$ cat config.mk
export PLATFORM = sky130hd
export DESIGN_NAME = convex_hull_graham_scan
export DESIGN_NICKNAME = d
export VERILOG_FILES = /design/src/rtl/core/cvxh_pkg.sv /design/src/rtl/core/cvxh_orient.sv /design/src/rtl/core/convex_hull_graham_scan.sv
export SDC_FILE = /design/constraint.sdc
export NUM_CORES = 2
export LEC_CHECK = 0
export BUFFER_PORTS_ARGS = -buffer_cell sky130_fd_sc_hd__buf_2
export CORE_UTILIZATION = 40
export CTS_CLUSTER_SIZE = 28
export DETAILED_ROUTE_END_ITERATION = 8
export PLACE_DENSITY = 0.58
export SYNTH_ARGS = -nofsm -noshare
export SYNTH_HDL_FRONTEND = slang
export SYNTH_HIERARCHICAL = 1
export SYNTH_SLANG_ARGS = --single-unit
$ cat constraint.sdc
create_clock -name clk -period 12.6 [get_ports clk]
set_input_delay 0.63 -clock clk [delete_from_list [all_inputs] [get_ports clk]]
set_output_delay 0.63 -clock clk [all_outputs]
set_load 0.005 [all_outputs]
$ cat src/rtl/core/cvxh_pkg.sv
// Package for the convex hull block: state machine encoding and small helpers.
// Used by cvxh_orient and convex_hull_graham_scan.
package cvxh_pkg;

  typedef enum logic [4:0] {
    ST_LOAD,
    ST_PIV_RD,
    ST_PIV_CMP,
    ST_SORT_INIT,
    ST_SORT_T,
    ST_SORT_C,
    ST_SORT_CMP,
    ST_SORT_WAIT,
    ST_SORT_PUT,
    ST_SCAN_RD,
    ST_SCAN_TOP,
    ST_SCAN_CMP,
    ST_SCAN_WAIT,
    ST_SCAN_PUSH,
    ST_OUT_RD,
    ST_OUT_SHOW,
    ST_EMPTY
  } cvxh_state_t;

  // Orientation sign codes.
  typedef enum logic [1:0] {
    ORI_ZERO = 2'd0,
    ORI_POS  = 2'd1,
    ORI_NEG  = 2'd2
  } cvxh_sign_t;

  // Control from the sequencer to the shared orientation unit.
  typedef struct packed {
    logic start;
  } cvxh_orient_ctl_t;

endpackage

$ cat src/rtl/core/cvxh_orient.sv
// Shared orientation unit: sign of (b.y-a.y)*(c.x-b.x) - (b.x-a.x)*(c.y-b.y).
// The differences and the products are registered; depends on cvxh_pkg.
module cvxh_orient
  import cvxh_pkg::*;
#(
  parameter int COORD_BITS = 16
) (
  input  logic                         clk,
  input  logic                         rst,
  input  cvxh_orient_ctl_t             ctl,
  input  logic signed [COORD_BITS-1:0] ax,
  input  logic signed [COORD_BITS-1:0] ay,
  input  logic signed [COORD_BITS-1:0] bx,
  input  logic signed [COORD_BITS-1:0] by,
  input  logic signed [COORD_BITS-1:0] cx,
  input  logic signed [COORD_BITS-1:0] cy,
  output logic                         done,
  output cvxh_sign_t                   sign
);

  localparam int DW = COORD_BITS + 1;
  localparam int PW = 2 * DW;

  logic              s1, s2;
  logic signed [DW-1:0] d0, d1, d2, d3;
  logic signed [PW-1:0] p, q;
  logic signed [PW:0]   diff;

  always_ff @(posedge clk) begin
    if (rst) begin
      s1 <= 1'b0;
      s2 <= 1'b0;
    end else begin
      s1 <= ctl.start;
      s2 <= s1;
    end
    d0 <= DW'(by) - DW'(ay);
    d1 <= DW'(cx) - DW'(bx);
    d2 <= DW'(bx) - DW'(ax);
    d3 <= DW'(cy) - DW'(by);
    p  <= d0 * d1;
    q  <= d2 * d3;
  end

  assign diff = (PW+1)'(p) - (PW+1)'(q);
  assign done = s2;
  always_comb begin
    if (diff[PW]) sign = ORI_NEG;
    else if (diff != '0) sign = ORI_POS;
    else sign = ORI_ZERO;
  end

endmodule

$ cat src/rtl/core/convex_hull_graham_scan.sv
// Graham scan convex hull over up to MAX_POINTS points, one point per input item, the last
// flagged with tlast. Loading accepts one item per cycle; points past MAX_POINTS are
// dropped. After the last item the block finds the pivot, swaps it to the front and
// insertion-sorts the rest: each point is fetched and placed, and every compare fetches an
// index and a point and then waits on the shared orientation unit. The stack scan fetches
// each point and runs one orientation test per pop and one per push once two vertices are
// stacked. Each vertex is then fetched and held until it is taken. Points and the
// order/stack indices live in memories with a registered read; no input item is accepted
// until the last result has been taken.
// Depends on cvxh_pkg and cvxh_orient.
module convex_hull_graham_scan
  import cvxh_pkg::*;
#(
  parameter int MAX_POINTS = 8,
  parameter int COORD_BITS = 16
) (
  input  logic clk,
  input  logic rst,
  input  logic s_tvalid,
  output logic s_tready,
  input  logic [((2*COORD_BITS+7)/8)*8-1:0] s_tdata,  // point_x, point_y
  input  logic s_tlast,                                // point_last
  output logic m_tvalid,
  input  logic m_tready,
  output logic [((2*COORD_BITS+7)/8)*8-1:0] m_tdata,  // hull_x, hull_y
  output logic m_tlast,                                // hull_last
  output logic m_tuser                                 // hull_empty
);

  localparam int IW = $clog2(MAX_POINTS);
  localparam int CW = $clog2(MAX_POINTS + 1);
  localparam int TW = ((2*COORD_BITS+7)/8)*8;
  localparam int PW = 2 * COORD_BITS;
  localparam int MW = COORD_BITS + 2;

  // Memories: points, and the sort order that the scan turns into the hull stack in place.
  logic [PW-1:0] pmem [MAX_POINTS];
  logic [IW-1:0] omem [MAX_POINTS];
  logic [PW-1:0] prd;
  logic [IW-1:0] ord;

  cvxh_state_t state, state_next;
  logic [CW-1:0] count, n, i, j, d, n_load;
  logic [IW-1:0] piv, t_idx, c_idx;
  logic [PW-1:0] piv_pt, a_pt, b_pt, c_pt;
  logic [1:0]    rd_ph;

  logic          pw_en;
  logic [IW-1:0] pw_addr, pr_addr, ow_addr, or_addr;
  logic [PW-1:0] pw_data;
  logic          ow_en;
  logic [IW-1:0] ow_data;

  logic s_fire, m_fire;
  logic out_valid;
  logic out_last, out_empty;
  logic [PW-1:0] out_pt;

  always_ff @(posedge clk) begin
    if (pw_en) pmem[pw_addr] <= pw_data;
    prd <= pmem[pr_addr];
    if (ow_en) omem[ow_addr] <= ow_data;
    ord <= omem[or_addr];
  end

  cvxh_orient_ctl_t octl;
  logic       odone;
  cvxh_sign_t osign;

  // Sort: (pivot, t, order[j-1]); scan: (h[d-2], h[d-1], p).
  cvxh_orient #(.COORD_BITS(COORD_BITS)) u_orient (
    .clk(clk), .rst(rst), .ctl(octl),
    .ax(a_pt[COORD_BITS-1:0]), .ay(a_pt[PW-1:COORD_BITS]),
    .bx(b_pt[COORD_BITS-1:0]), .by(b_pt[PW-1:COORD_BITS]),
    .cx(c_pt[COORD_BITS-1:0]), .cy(c_pt[PW-1:COORD_BITS]),
    .done(odone), .sign(osign)
  );

  function automatic logic [MW-1:0] l1d(input logic [PW-1:0] p, input logic [PW-1:0] q);
    logic signed [COORD_BITS:0] dx, dy;
    logic [COORD_BITS:0] ax, ay;
    dx = (COORD_BITS+1)'($signed(p[COORD_BITS-1:0])) - (COORD_BITS+1)'($signed(q[COORD_BITS-1:0]));
    dy = (COORD_BITS+1)'($signed(p[PW-1:COORD_BITS])) - (COORD_BITS+1)'($signed(q[PW-1:COORD_BITS]));
    ax = dx[COORD_BITS] ? -dx : dx;
    ay = dy[COORD_BITS] ? -dy : dy;
    return MW'(ax) + MW'(ay);
  endfunction

  logic less_pt;
  assign less_pt = ($signed(prd[COORD_BITS-1:0]) < $signed(piv_pt[COORD_BITS-1:0])) ||
                   ((prd[COORD_BITS-1:0] == piv_pt[COORD_BITS-1:0]) &&
                    ($signed(prd[PW-1:COORD_BITS]) < $signed(piv_pt[PW-1:COORD_BITS])));

  // Collinear points sort nearer-first.
  logic before_t;
  assign before_t = (osign == ORI_POS) ||
                    ((osign == ORI_ZERO) && (l1d(b_pt, piv_pt) < l1d(c_pt, piv_pt)));

  assign s_fire = s_tvalid && s_tready;
  assign m_fire = m_tvalid && m_tready;
  assign s_tready = (state == ST_LOAD);
  assign n_load = (count < CW'(MAX_POINTS)) ? count + CW'(1) : count;

  assign m_tvalid = out_valid;
  assign m_tdata  = TW'(out_pt);
  assign m_tlast  = out_last;
  assign m_tuser  = out_empty;

  always_ff @(posedge clk) begin
    if (rst) state <= ST_LOAD;
    else state <= state_next;
  end

  always_comb begin
    state_next = state;
    pw_en = 1'b0; pw_addr = count[IW-1:0]; pw_data = s_tdata[PW-1:0];
    pr_addr = '0; ow_en = 1'b0; ow_addr = '0; ow_data = '0; or_addr = '0;
    octl.start = 1'b0;
    unique case (state)
      ST_LOAD: begin
        pw_en = s_fire && (count < CW'(MAX_POINTS));
        if (s_fire && s_tlast) state_next = (n_load < CW'(3)) ? ST_EMPTY : ST_PIV_RD;
      end
      ST_PIV_RD: begin
        // Read point i and start the order array as the identity.
        pr_addr = i[IW-1:0];
        ow_en = 1'b1; ow_addr = i[IW-1:0]; ow_data = i[IW-1:0];
        state_next = ST_PIV_CMP;
      end
      ST_PIV_CMP: begin
        state_next = (i + CW'(1) == n) ? ST_SORT_INIT : ST_PIV_RD;
      end
      ST_SORT_INIT: begin
        ow_en = 1'b1;
        if (rd_ph == 2'd0) begin
          ow_addr = piv; ow_data = '0;
        end else begin
          ow_addr = '0; ow_data = piv;
          state_next = ST_SORT_T;
        end
      end
      ST_SORT_T: begin
        or_addr = i[IW-1:0];
        pr_addr = ord;
        if (rd_ph == 2'd2) state_next = ST_SORT_C;
      end
      ST_SORT_C: begin
        or_addr = IW'(j - CW'(1));
        pr_addr = ord;
        if (rd_ph == 2'd0 && j == CW'(1)) state_next = ST_SORT_PUT;
        else if (rd_ph == 2'd2) state_next = ST_SORT_CMP;
      end
      ST_SORT_CMP: begin
        octl.start = 1'b1;
        state_next = ST_SORT_WAIT;
      end
      ST_SORT_WAIT: begin
        if (odone) begin
          if (before_t) begin
            ow_en = 1'b1; ow_addr = j[IW-1:0]; ow_data = c_idx;
            state_next = ST_SORT_C;
          end else begin
            state_next = ST_SORT_PUT;
          end
        end
      end
      ST_SORT_PUT: begin
        ow_en = 1'b1; ow_addr = j[IW-1:0]; ow_data = t_idx;
        state_next = (i + CW'(1) < n) ? ST_SORT_T : ST_SCAN_RD;
      end
      ST_SCAN_RD: begin
        or_addr = i[IW-1:0];
        pr_addr = ord;
        if (rd_ph == 2'd2) state_next = ST_SCAN_TOP;
      end
      ST_SCAN_TOP: begin
        // The stack sits in omem[0..d-1]; it never passes i, so order[i] is read first.
        or_addr = (rd_ph == 2'd0) ? IW'(d - CW'(2)) : IW'(d - CW'(1));
        pr_addr = ord;
        if (rd_ph == 2'd0 && d < CW'(2)) state_next = ST_SCAN_PUSH;
        else if (rd_ph == 2'd3) state_next = ST_SCAN_CMP;
      end
      ST_SCAN_CMP: begin
        octl.start = 1'b1;
        state_next = ST_SCAN_WAIT;
      end
      ST_SCAN_WAIT: begin
        if (odone) state_next = (osign == ORI_NEG) ? ST_SCAN_TOP : ST_SCAN_PUSH;
      end
      ST_SCAN_PUSH: begin
        ow_en = 1'b1; ow_addr = d[IW-1:0]; ow_data = t_idx;
        state_next = (i + CW'(1) < n) ? ST_SCAN_RD : ST_OUT_RD;
      end
      ST_OUT_RD: begin
        or_addr = i[IW-1:0];
        pr_addr = ord;
        if (rd_ph == 2'd2) state_next = ST_OUT_SHOW;
      end
      ST_OUT_SHOW: begin
        if (m_fire) state_next = out_last ? ST_LOAD : ST_OUT_RD;
      end
      ST_EMPTY: begin
        if (m_fire) state_next = ST_LOAD;
      end
      default: state_next = ST_LOAD;
    endcase
  end

  always_ff @(posedge clk) begin
    if (rst) begin
      count <= '0; n <= '0; i <= '0; j <= '0; d <= '0; rd_ph <= '0;
      out_valid <= 1'b0; out_last <= 1'b0; out_empty <= 1'b0;
      piv <= '0;
    end else begin
      unique case (state)
        ST_LOAD: begin
          if (s_fire) begin
            if (s_tlast) begin
              n <= n_load; count <= '0; i <= '0;
              if (n_load < CW'(3)) begin
                out_valid <= 1'b1; out_last <= 1'b1; out_empty <= 1'b1; out_pt <= '0;
                d <= '0;
              end
            end else if (count < CW'(MAX_POINTS)) begin
              count <= count + CW'(1);
            end
          end
        end
        ST_PIV_CMP: begin
          if (i == '0 || less_pt) begin
            piv <= i[IW-1:0]; piv_pt <= prd;
          end
          if (i + CW'(1) != n) i <= i + CW'(1);
        end
        ST_SORT_INIT: begin
          if (rd_ph == 2'd0) rd_ph <= 2'd1;
          else begin
            rd_ph <= '0; i <= CW'(2); a_pt <= piv_pt;
          end
        end
        ST_SORT_T: begin
          if (rd_ph == 2'd1) t_idx <= ord;
          if (rd_ph == 2'd2) begin
            b_pt <= prd; j <= i; rd_ph <= '0;
          end else begin
            rd_ph <= rd_ph + 2'd1;
          end
        end
        ST_SORT_C: begin
          if (rd_ph == 2'd1) c_idx <= ord;
          if (rd_ph == 2'd2) begin
            c_pt <= prd; rd_ph <= '0;
          end else if (!(rd_ph == 2'd0 && j == CW'(1))) begin
            rd_ph <= rd_ph + 2'd1;
          end
        end
        ST_SORT_WAIT: begin
          if (odone && before_t) j <= j - CW'(1);
        end
        ST_SORT_PUT: begin
          if (i + CW'(1) < n) i <= i + CW'(1);
          else begin
            i <= '0; d <= '0;
          end
        end
        ST_SCAN_RD: begin
          if (rd_ph == 2'd1) t_idx <= ord;
          if (rd_ph == 2'd2) begin
            c_pt <= prd; rd_ph <= '0;
          end else begin
            rd_ph <= rd_ph + 2'd1;
          end
        end
        ST_SCAN_TOP: begin
          if (rd_ph == 2'd2) a_pt <= prd;
          if (rd_ph == 2'd3) begin
            b_pt <= prd; rd_ph <= '0;
          end else if (!(rd_ph == 2'd0 && d < CW'(2))) begin
            rd_ph <= rd_ph + 2'd1;
          end
        end
        ST_SCAN_WAIT: begin
          if (odone && osign == ORI_NEG) d <= d - CW'(1);
        end
        ST_SCAN_PUSH: begin
          d <= d + CW'(1);
          if (i + CW'(1) < n) i <= i + CW'(1);
          else i <= '0;
        end
        ST_OUT_RD: begin
          if (rd_ph == 2'd2) begin
            rd_ph <= '0;
            out_valid <= 1'b1; out_pt <= prd; out_empty <= 1'b0;
            out_last <= (i + CW'(1) == d);
          end else begin
            rd_ph <= rd_ph + 2'd1;
          end
        end
        ST_OUT_SHOW: begin
          if (m_fire) begin
            out_valid <= 1'b0; i <= i + CW'(1);
          end
        end
        ST_EMPTY: if (m_fire) out_valid <= 1'b0;
        default: ;
      endcase
    end
  end

  // Checks on internal bookkeeping.
  a_stack_bound: assert property (@(posedge clk) disable iff (rst) d <= CW'(MAX_POINTS))
    else $error("hull stack overflow");
  a_count_bound: assert property (@(posedge clk) disable iff (rst) count <= CW'(MAX_POINTS))
    else $error("point count overflow");
  a_no_load_busy: assert property (@(posedge clk) disable iff (rst) m_tvalid |-> !s_tready)
    else $error("input accepted while a result waits");
  a_empty_last: assert property (@(posedge clk) disable iff (rst) (m_tvalid && m_tuser) |-> m_tlast)
    else $error("empty result not marked last");

endmodule
### Word level (Yosys, flattened, before mapping)

Memories as Yosys holds them, arrays and structs flattened. A register that Yosys moved wholly into a read port is not among the register bits.
Index checks and enable logic that the tools add are counted.

* add/subtract/negate cells: 22
* multiplexer cells: 91
* bitwise operators: 1
* order comparisons: 7
* reductions and logical operators: 51
* eq/ne operators: 49
* multipliers: 2

Operators with widths (number)
* 32-bit 2-to-1 mux: 6
* 32-bit one-hot mux with 2 select lines: 3
* 16-bit by 16-bit subtractor with 17-bit output: 8
* 5-bit one-hot mux with 17 select lines: 1
* 4-bit 2-to-1 mux: 18
* 5-bit 2-to-1 mux: 14
* 17-bit by 17-bit multiplier with 34-bit output: 2
* 17-bit 2-to-1 mux: 4
* 17-bit negation: 4
* 5-bit by 4-bit == test with 1-bit output (second input constant): 8
* 17-bit by 17-bit adder with 18-bit output: 2
* 35-bit nonzero test: 1
* 34-bit by 34-bit subtractor with 35-bit output: 1
* 16-bit less-than comparator: 2
* 3-bit 2-to-1 mux: 9
* 2-bit inequality test (second input constant): 12
* 6-bit AND reduction: 4
* 3-bit AND reduction: 7
* 5-bit by 3-bit == test with 1-bit output (second input constant): 4
* 4-bit one-hot mux with 5 select lines: 1
* 18-bit less-than comparator: 1
* 1-bit 2-to-1 mux: 17
* 16-bit == test: 1
* 4-bit one-hot mux with 4 select lines: 1
* other kinds (44): 92

* word-level logic and storage cells: 251
* output and inout bits: 36
* memories kept: 2
* bits in writable memories: 280
* bits of input ports: 37
* bits in registers: 337

Memory list
* pmem: depth 8, bits a word 32, rd ports 1, clocked after Yosys merged registers in 1, wr ports 1, RTL line convex_hull_graham_scan.sv:37 `logic [PW-1:0] pmem [MAX_POINTS];`
* omem: depth 8, bits a word 3, rd ports 1, clocked after Yosys merged registers in 1, wr ports 1, RTL line convex_hull_graham_scan.sv:38 `logic [IW-1:0] omem [MAX_POINTS];`

### Depth between registers and ports, before layout

* word-level depth: 12
* gate-level depth with buffers: 36
* mapped depth without buffers: 35

### Modules after synthesis

The synthesis kept the hierarchy.

By module, submodules not included
* cvxh_orient: area an instance 29178.0 um^2, instances 1, sequential area each 2762.6 um^2, cells an instance 3205
* convex_hull_graham_scan: area an instance 26427.8 um^2, instances 1, sequential area each 14754.2 um^2, cells an instance 2403

### Least setup slack after synthesis

No wires, ideal clock.

* kind: flip-flop to flip-flop
* from: reg c_pt[16]
* to: mem omem[6][0] (netlist bit) (enable)
* slack: 5.398 ns
* setup time: 0.371 ns
* period minus slack after synthesis: 7.202 ns
* stages on the path, launching flop included: 35
* path buffers: 1
* arrival: 6.831 ns
* data required time: 12.229 ns
* path through: edfxtp_1 > inv_1 > ha_1 > fa_1 > nor2b_4 > o31a_1 > o311a_4 > o22a_1 > a41o_1 > a21oi_1 > nand2b_1 > a31o_2 > buf_2 > o21ai_0 > fa_1 > a21o_1 > a21oi_1 > o21bai_1 > a21o_1 > a21oi_1 > o21ai_0 > o41ai_1 > o21ai_0 > a21oi_1 > xor2_1 > ha_1 > a21o_1 > a21oi_1 > o21ai_0 > a21oi_1 > nand3_1 > a21oi_1 > nand2b_1 > a21oi_1 > nor4_1

* longest elaborated chain between the ends: 12
* elaborated cells on any way between the ends: 15
* classes of those cells: add/sub: 3; order compare: 1; mux: 9; reduce/logical: 2

RTL lines
* start: declaration: RTL line convex_hull_graham_scan.sv:45 `logic [PW-1:0] piv_pt, a_pt, b_pt, c_pt;`
* start signal: assignment: RTL line convex_hull_graham_scan.sv:252 `c_pt <= prd; rd_ph <= '0;`
* start signal: assignment: RTL line convex_hull_graham_scan.sv:269 `c_pt <= prd; rd_ph <= '0;`
* 16-bit by 16-bit subtractor with 17-bit output *: RTL line convex_hull_graham_scan.sv:83 `dy = (COORD_BITS+1)'($signed(p[PW-1:COORD_BITS])) - (COORD_BITS+1)'($signed(q[PW-1:COORD_BITS]));`
* 17-bit negation: RTL line convex_hull_graham_scan.sv:85 `ay = dy[COORD_BITS] ? -dy : dy;`
* 17-bit 2-to-1 mux *: RTL line convex_hull_graham_scan.sv:85
* 17-bit by 17-bit adder with 18-bit output *: RTL line convex_hull_graham_scan.sv:86 `return MW'(ax) + MW'(ay);`
* 18-bit less-than comparator *: RTL line convex_hull_graham_scan.sv:97 `((osign == ORI_ZERO) && (l1d(b_pt, piv_pt) < l1d(c_pt, piv_pt)));`
* 1-bit logical AND *: RTL line convex_hull_graham_scan.sv:97
* 1-bit logical OR *: RTL line convex_hull_graham_scan.sv:96 `assign before_t = (osign == ORI_POS) ||`
* 1-bit 2-to-1 mux: RTL line convex_hull_graham_scan.sv:159 `if (before_t) begin`
* 1-bit 2-to-1 mux: RTL line convex_hull_graham_scan.sv:158 `if (odone) begin`
* 1-bit one-hot mux with 2 select lines: RTL line convex_hull_graham_scan.sv:119 `unique case (state)`
* 1-bit 2-to-1 mux: RTL line convex_hull_graham_scan.sv:62 `if (ow_en) omem[ow_addr] <= ow_data;`
* 1-bit 2-to-1 mux (not written as such): RTL line convex_hull_graham_scan.sv:62
* end: declaration: RTL line convex_hull_graham_scan.sv:38

Every way passes the cells marked *; elsewhere a longest branch is shown, timed or not.

### Worst setup path after layout

* from: reg piv_pt[0]
* to: mem omem[6][1] (netlist bit) (enable)

* longest elaborated chain between the ends: 12
* elaborated cells on any way between the ends: 19
* classes of those cells: add/sub: 6; order compare: 1; mux: 10; reduce/logical: 2

RTL lines
* start: declaration: RTL line convex_hull_graham_scan.sv:45
* start signal: assignment: RTL line convex_hull_graham_scan.sv:231 `piv <= i[IW-1:0]; piv_pt <= prd;`
* 16-bit by 16-bit subtractor with 17-bit output: RTL line convex_hull_graham_scan.sv:82 `dx = (COORD_BITS+1)'($signed(p[COORD_BITS-1:0])) - (COORD_BITS+1)'($signed(q[COORD_BITS-1:0]));`
* 17-bit negation: RTL line convex_hull_graham_scan.sv:84 `ax = dx[COORD_BITS] ? -dx : dx;`
* 17-bit 2-to-1 mux: RTL line convex_hull_graham_scan.sv:84
* 17-bit by 17-bit adder with 18-bit output: RTL line convex_hull_graham_scan.sv:86
* 18-bit less-than comparator *: RTL line convex_hull_graham_scan.sv:97
* 1-bit logical AND *: RTL line convex_hull_graham_scan.sv:97
* 1-bit logical OR *: RTL line convex_hull_graham_scan.sv:96
* 1-bit 2-to-1 mux: RTL line convex_hull_graham_scan.sv:159
* 1-bit 2-to-1 mux: RTL line convex_hull_graham_scan.sv:158
* 1-bit one-hot mux with 2 select lines: RTL line convex_hull_graham_scan.sv:119
* 1-bit 2-to-1 mux: RTL line convex_hull_graham_scan.sv:62
* 1-bit 2-to-1 mux (not written as such): RTL line convex_hull_graham_scan.sv:62

Marks and branches as above.

==> flow_summary.yaml <==
logic_synthesis:
  synth_top_cells_by_area: "sky130_fd_sc_hd__edfxtp_1 24%, sky130_fd_sc_hd__fa_1 22%, sky130_fd_sc_hd__ha_1 9.9%"
  syn_avg_cell_area_sq_um: 9.92
  yosys.cell_types.count: 102
  synth_flop_cell: "sky130_fd_sc_hd__edfxtp_1"
  post_syn_area_sq_um: 55600
  ys_async_sr_fraction: 0
  ff_latch_count_synth: 652
  synth_edf_count: 446
  synth.most_common_cell: "sky130_fd_sc_hd__inv_1"
  mappedNetlistNets: 6686
  post_synthesis_sequential_area_ratio: 0.315
  synthesis.yosys.warnings: 6
  library_cell_occupying_the_most_area_in_the_post_synthesis_netlist: "sky130_fd_sc_hd__edfxtp_1"
  synthTopCellsByCount: "826 x sky130_fd_sc_hd__inv_1, 695 x sky130_fd_sc_hd__nand2_1, 603 x sky130_fd_sc_hd__fa_1, 446 x sky130_fd_sc_hd__edfxtp_1, 438 x sky130_fd_sc_hd__ha_1"
  fraction_of_post_synthesis_cell_area_in_the_top_cell_type_by_area: 0.241
  post_synth_inst_count: 5608
clocking:
  worstSkewPairLatency_ns: 0.67
  clkSinkCount: 652
  tritoncts: "yes"
  clkTransAtPathRegs_ns: 0.06
  cts_htree_levels: 3
  cts-root-to-sink-buffers: 3
  postCtsHoldBufs: 0
  total_of_cells_resized_after_clock_tree_synthesis: 0
  post_cts.repair.setup_buffers: 0
  cts_made_buffers: 77
  ctsRootBufferMaster: "sky130_fd_sc_hd__clkbuf_16"
hold_path:
  hp-class: "input port to flip-flop"
  hold_start: "s_tdata[12]"
  timing.hold.worst_path_depth: 1
power:
  power.combinational.fraction: 0.647
  power_switching_w: 0.00710
  power_density_nw_per_um2: 256
  clkPwrFrac: 0.151
  p_int_w: 0.00843
  static-leakage-power_nw: 27.0
  swShare: 0.457
  seq_power_share: 0.202
  peakVddDrop_mv: 0.364
drt:
  drt_first_pass_iters: 6
  num_vias: 39000
  routedWlPerCell_um: 19.1
  drtAntennaViolNets: 0
  drc: 0
  detail_route.vias_per_cell: 5.21
  drt-total-wl_mm: 143
  drtIter0Drc: 2478
floorplanning:
  pin_count: 73
  die_w_um: 375
  core.rowCount: 136
  floorplan.initialDensity: 0.404
  die-area_sq_um: 141000
  die_height_um: 375
  core_area_sq_um: 138000
timing:
  finalHoldWorstSlack_ns: 0.223
  post-route-period-util: 0.702
  worstMarginPinSlew_ns: 1.16
  grt_setup_unrepaired: "no"
  slew-limit-headroom: 0.206
  report.final.setup_viol: 0
  fin_worst_skew_ns: 0.0661
  final_critical_path_time_including_i_o_delays_and_setup_ns: 8.85
  slew_viol_final: 0
  tns_ns: 0
  report.final.hold_viol_count: 0
  achievable-frequency_mhz: 113
layout:
  finish.net_count: 6707
  fillers: 13000
  area.growth.synth_to_final_pct: 9.20
  layout-drive-gt1-share: 0.0525
  stdcell_count: 7491
global_routing:
  groute.usage.overall: 0.205
  global_route.overflow_total: 0
  first_pass_grt_wire_length_mm: 226
  antenna_found_initial: 8
  via_count_of_the_first_global_routing_pass: 39800
  grt_start_max_net_pins: 79
critical_path:
  worstReg2RegStart: "piv_pt[0]$_DFFE_PP_"
  worstSetupPathType: "flip-flop to flip-flop"
  critical_path.max_stage_delay_ns: 0.59
  crit_path_top_delay_cell: "sky130_fd_sc_hd__o41ai_1"
  worst_path_most_repeated_cell: "sky130_fd_sc_hd__a21oi_1"
  critPathArrivalTime_ns: 9.15
  critPathRequiredTime_ns: 12.90
  worstPathMaxFanout: 8
  timing.critical_path.from_type: "flip-flop"
  reg2reg_depth: 29
  cp-startpoint: "piv_pt[0]$_DFFE_PP_"
  end_kind: "flip-flop"
placement:
  placement.io_buffers: 72
  cells_after_dpl: 7343
  estimated_wirelength_of_the_detail_placed_design_mm: 107
  globalplace.congestion: 0.882
flow_run:
  max_cap_violations: 0
status:
  run_status: "completed"
flip-flops by register name, indices dropped and copies added, names as in the netlist, 32 cells and up:
| signal | cells |
|---|---|
| pmem | 256 |
| u_orient/p | 34 |
| u_orient/q | 34 |
| a_pt | 32 |
| b_pt | 32 |
| c_pt | 32 |
| m_tdata | 32 |
| piv_pt | 32 |
| prd | 32 |
cells in the final DEF (no fill, tap or decap), drive strengths merged, types with 66 or more instances in the layout:
cell and count:
a21o 92, a21oi 193, a31oi 66, and2 343, buf 111, clkbuf 104, dfxtp 206, edfxtp 446
fa 603, ha 438, inv 830, nand2 695, nand3 193, nor2 258, o21ai 175, xnor2 194
xor2 69
final timing paths:
path	endpoint	slack, ns
setup / recovery	omem[6][1]$_DFFE_PP_	3.75
hold / removal	pmem[3][12]$_DFFE_PP_	0.22
setup reg to reg	omem[6][1]$_DFFE_PP_	3.75
hold reg to reg	u_orient/done$_SDFF_PP0_	0.45
cell type report:
cell class	count	area [sq um]	area share
Antenna cell	4	10.0	0.000165
Clock buffer	103	2120	0.0349
Clock inverter	40	608	0.0100
Inverter	826	3100	0.0511
Multi-Input combinational cell	3960	34500	0.568
Sequential cell	652	17500	0.288
Tap cell	1794	2240	0.0370
Timing Repair Buffer	112	658	0.0108
cells by family (layout without fill, tap and decap cells):
group,after synthesis,in the layout,share of synthesized area
simple gates,1815,1815,0.158
xor+xnor,263,263,0.0414
buf+inv,996,1081,0.0677
flops,652,652,0.315
compound gates,818,818,0.0981
fa+ha+maj,1041,1041,0.316
mux,23,23,0.00421
other cells,0,4,0
power groups by stage:
stage               combinational (W)  clock [W]  sequential (W)
finish                         0.0100    0.00234         0.00314
global route                   0.0113    0.00247         0.00317
CTS                            0.0102    0.00239         0.00314
detailed placement             0.0101          0         0.00318
global placement              0.00999          0         0.00318
floorplan                     0.00757          0         0.00296
critical path: cells and delay by family (launching register included):
kind,cells,cell delay (ns)
AOI/OAI and AO/OA,21,5.67
xor gates and xnor gates,1,0.10
adders and majority gates,4,1.45
DFF,1,0.44
and+or+nand+nor,3,0.80
layer usage:
metal	global-route usage	vias up	wire, um
met5	0	-	42
met4	0.0503	8	3370
met3	0.0262	159	6490
met2	0.349	862	68500
met1	0.276	19400	64400
li1	-	18600	-
through the flow:
step	cell area, sq um	setup WS (ns)	utilization	total power (W)
global route	60700	2.95	0.441	0.0170
floorplan	55600	5.40	-	0.0105
global placement	58000	4.06	0.421	0.0132
finish	60700	3.75	0.441	0.0155
detailed placement	58000	3.91	0.421	0.0133
CTS	60700	3.84	0.441	0.0157
(Power assumes the default switching activity.)
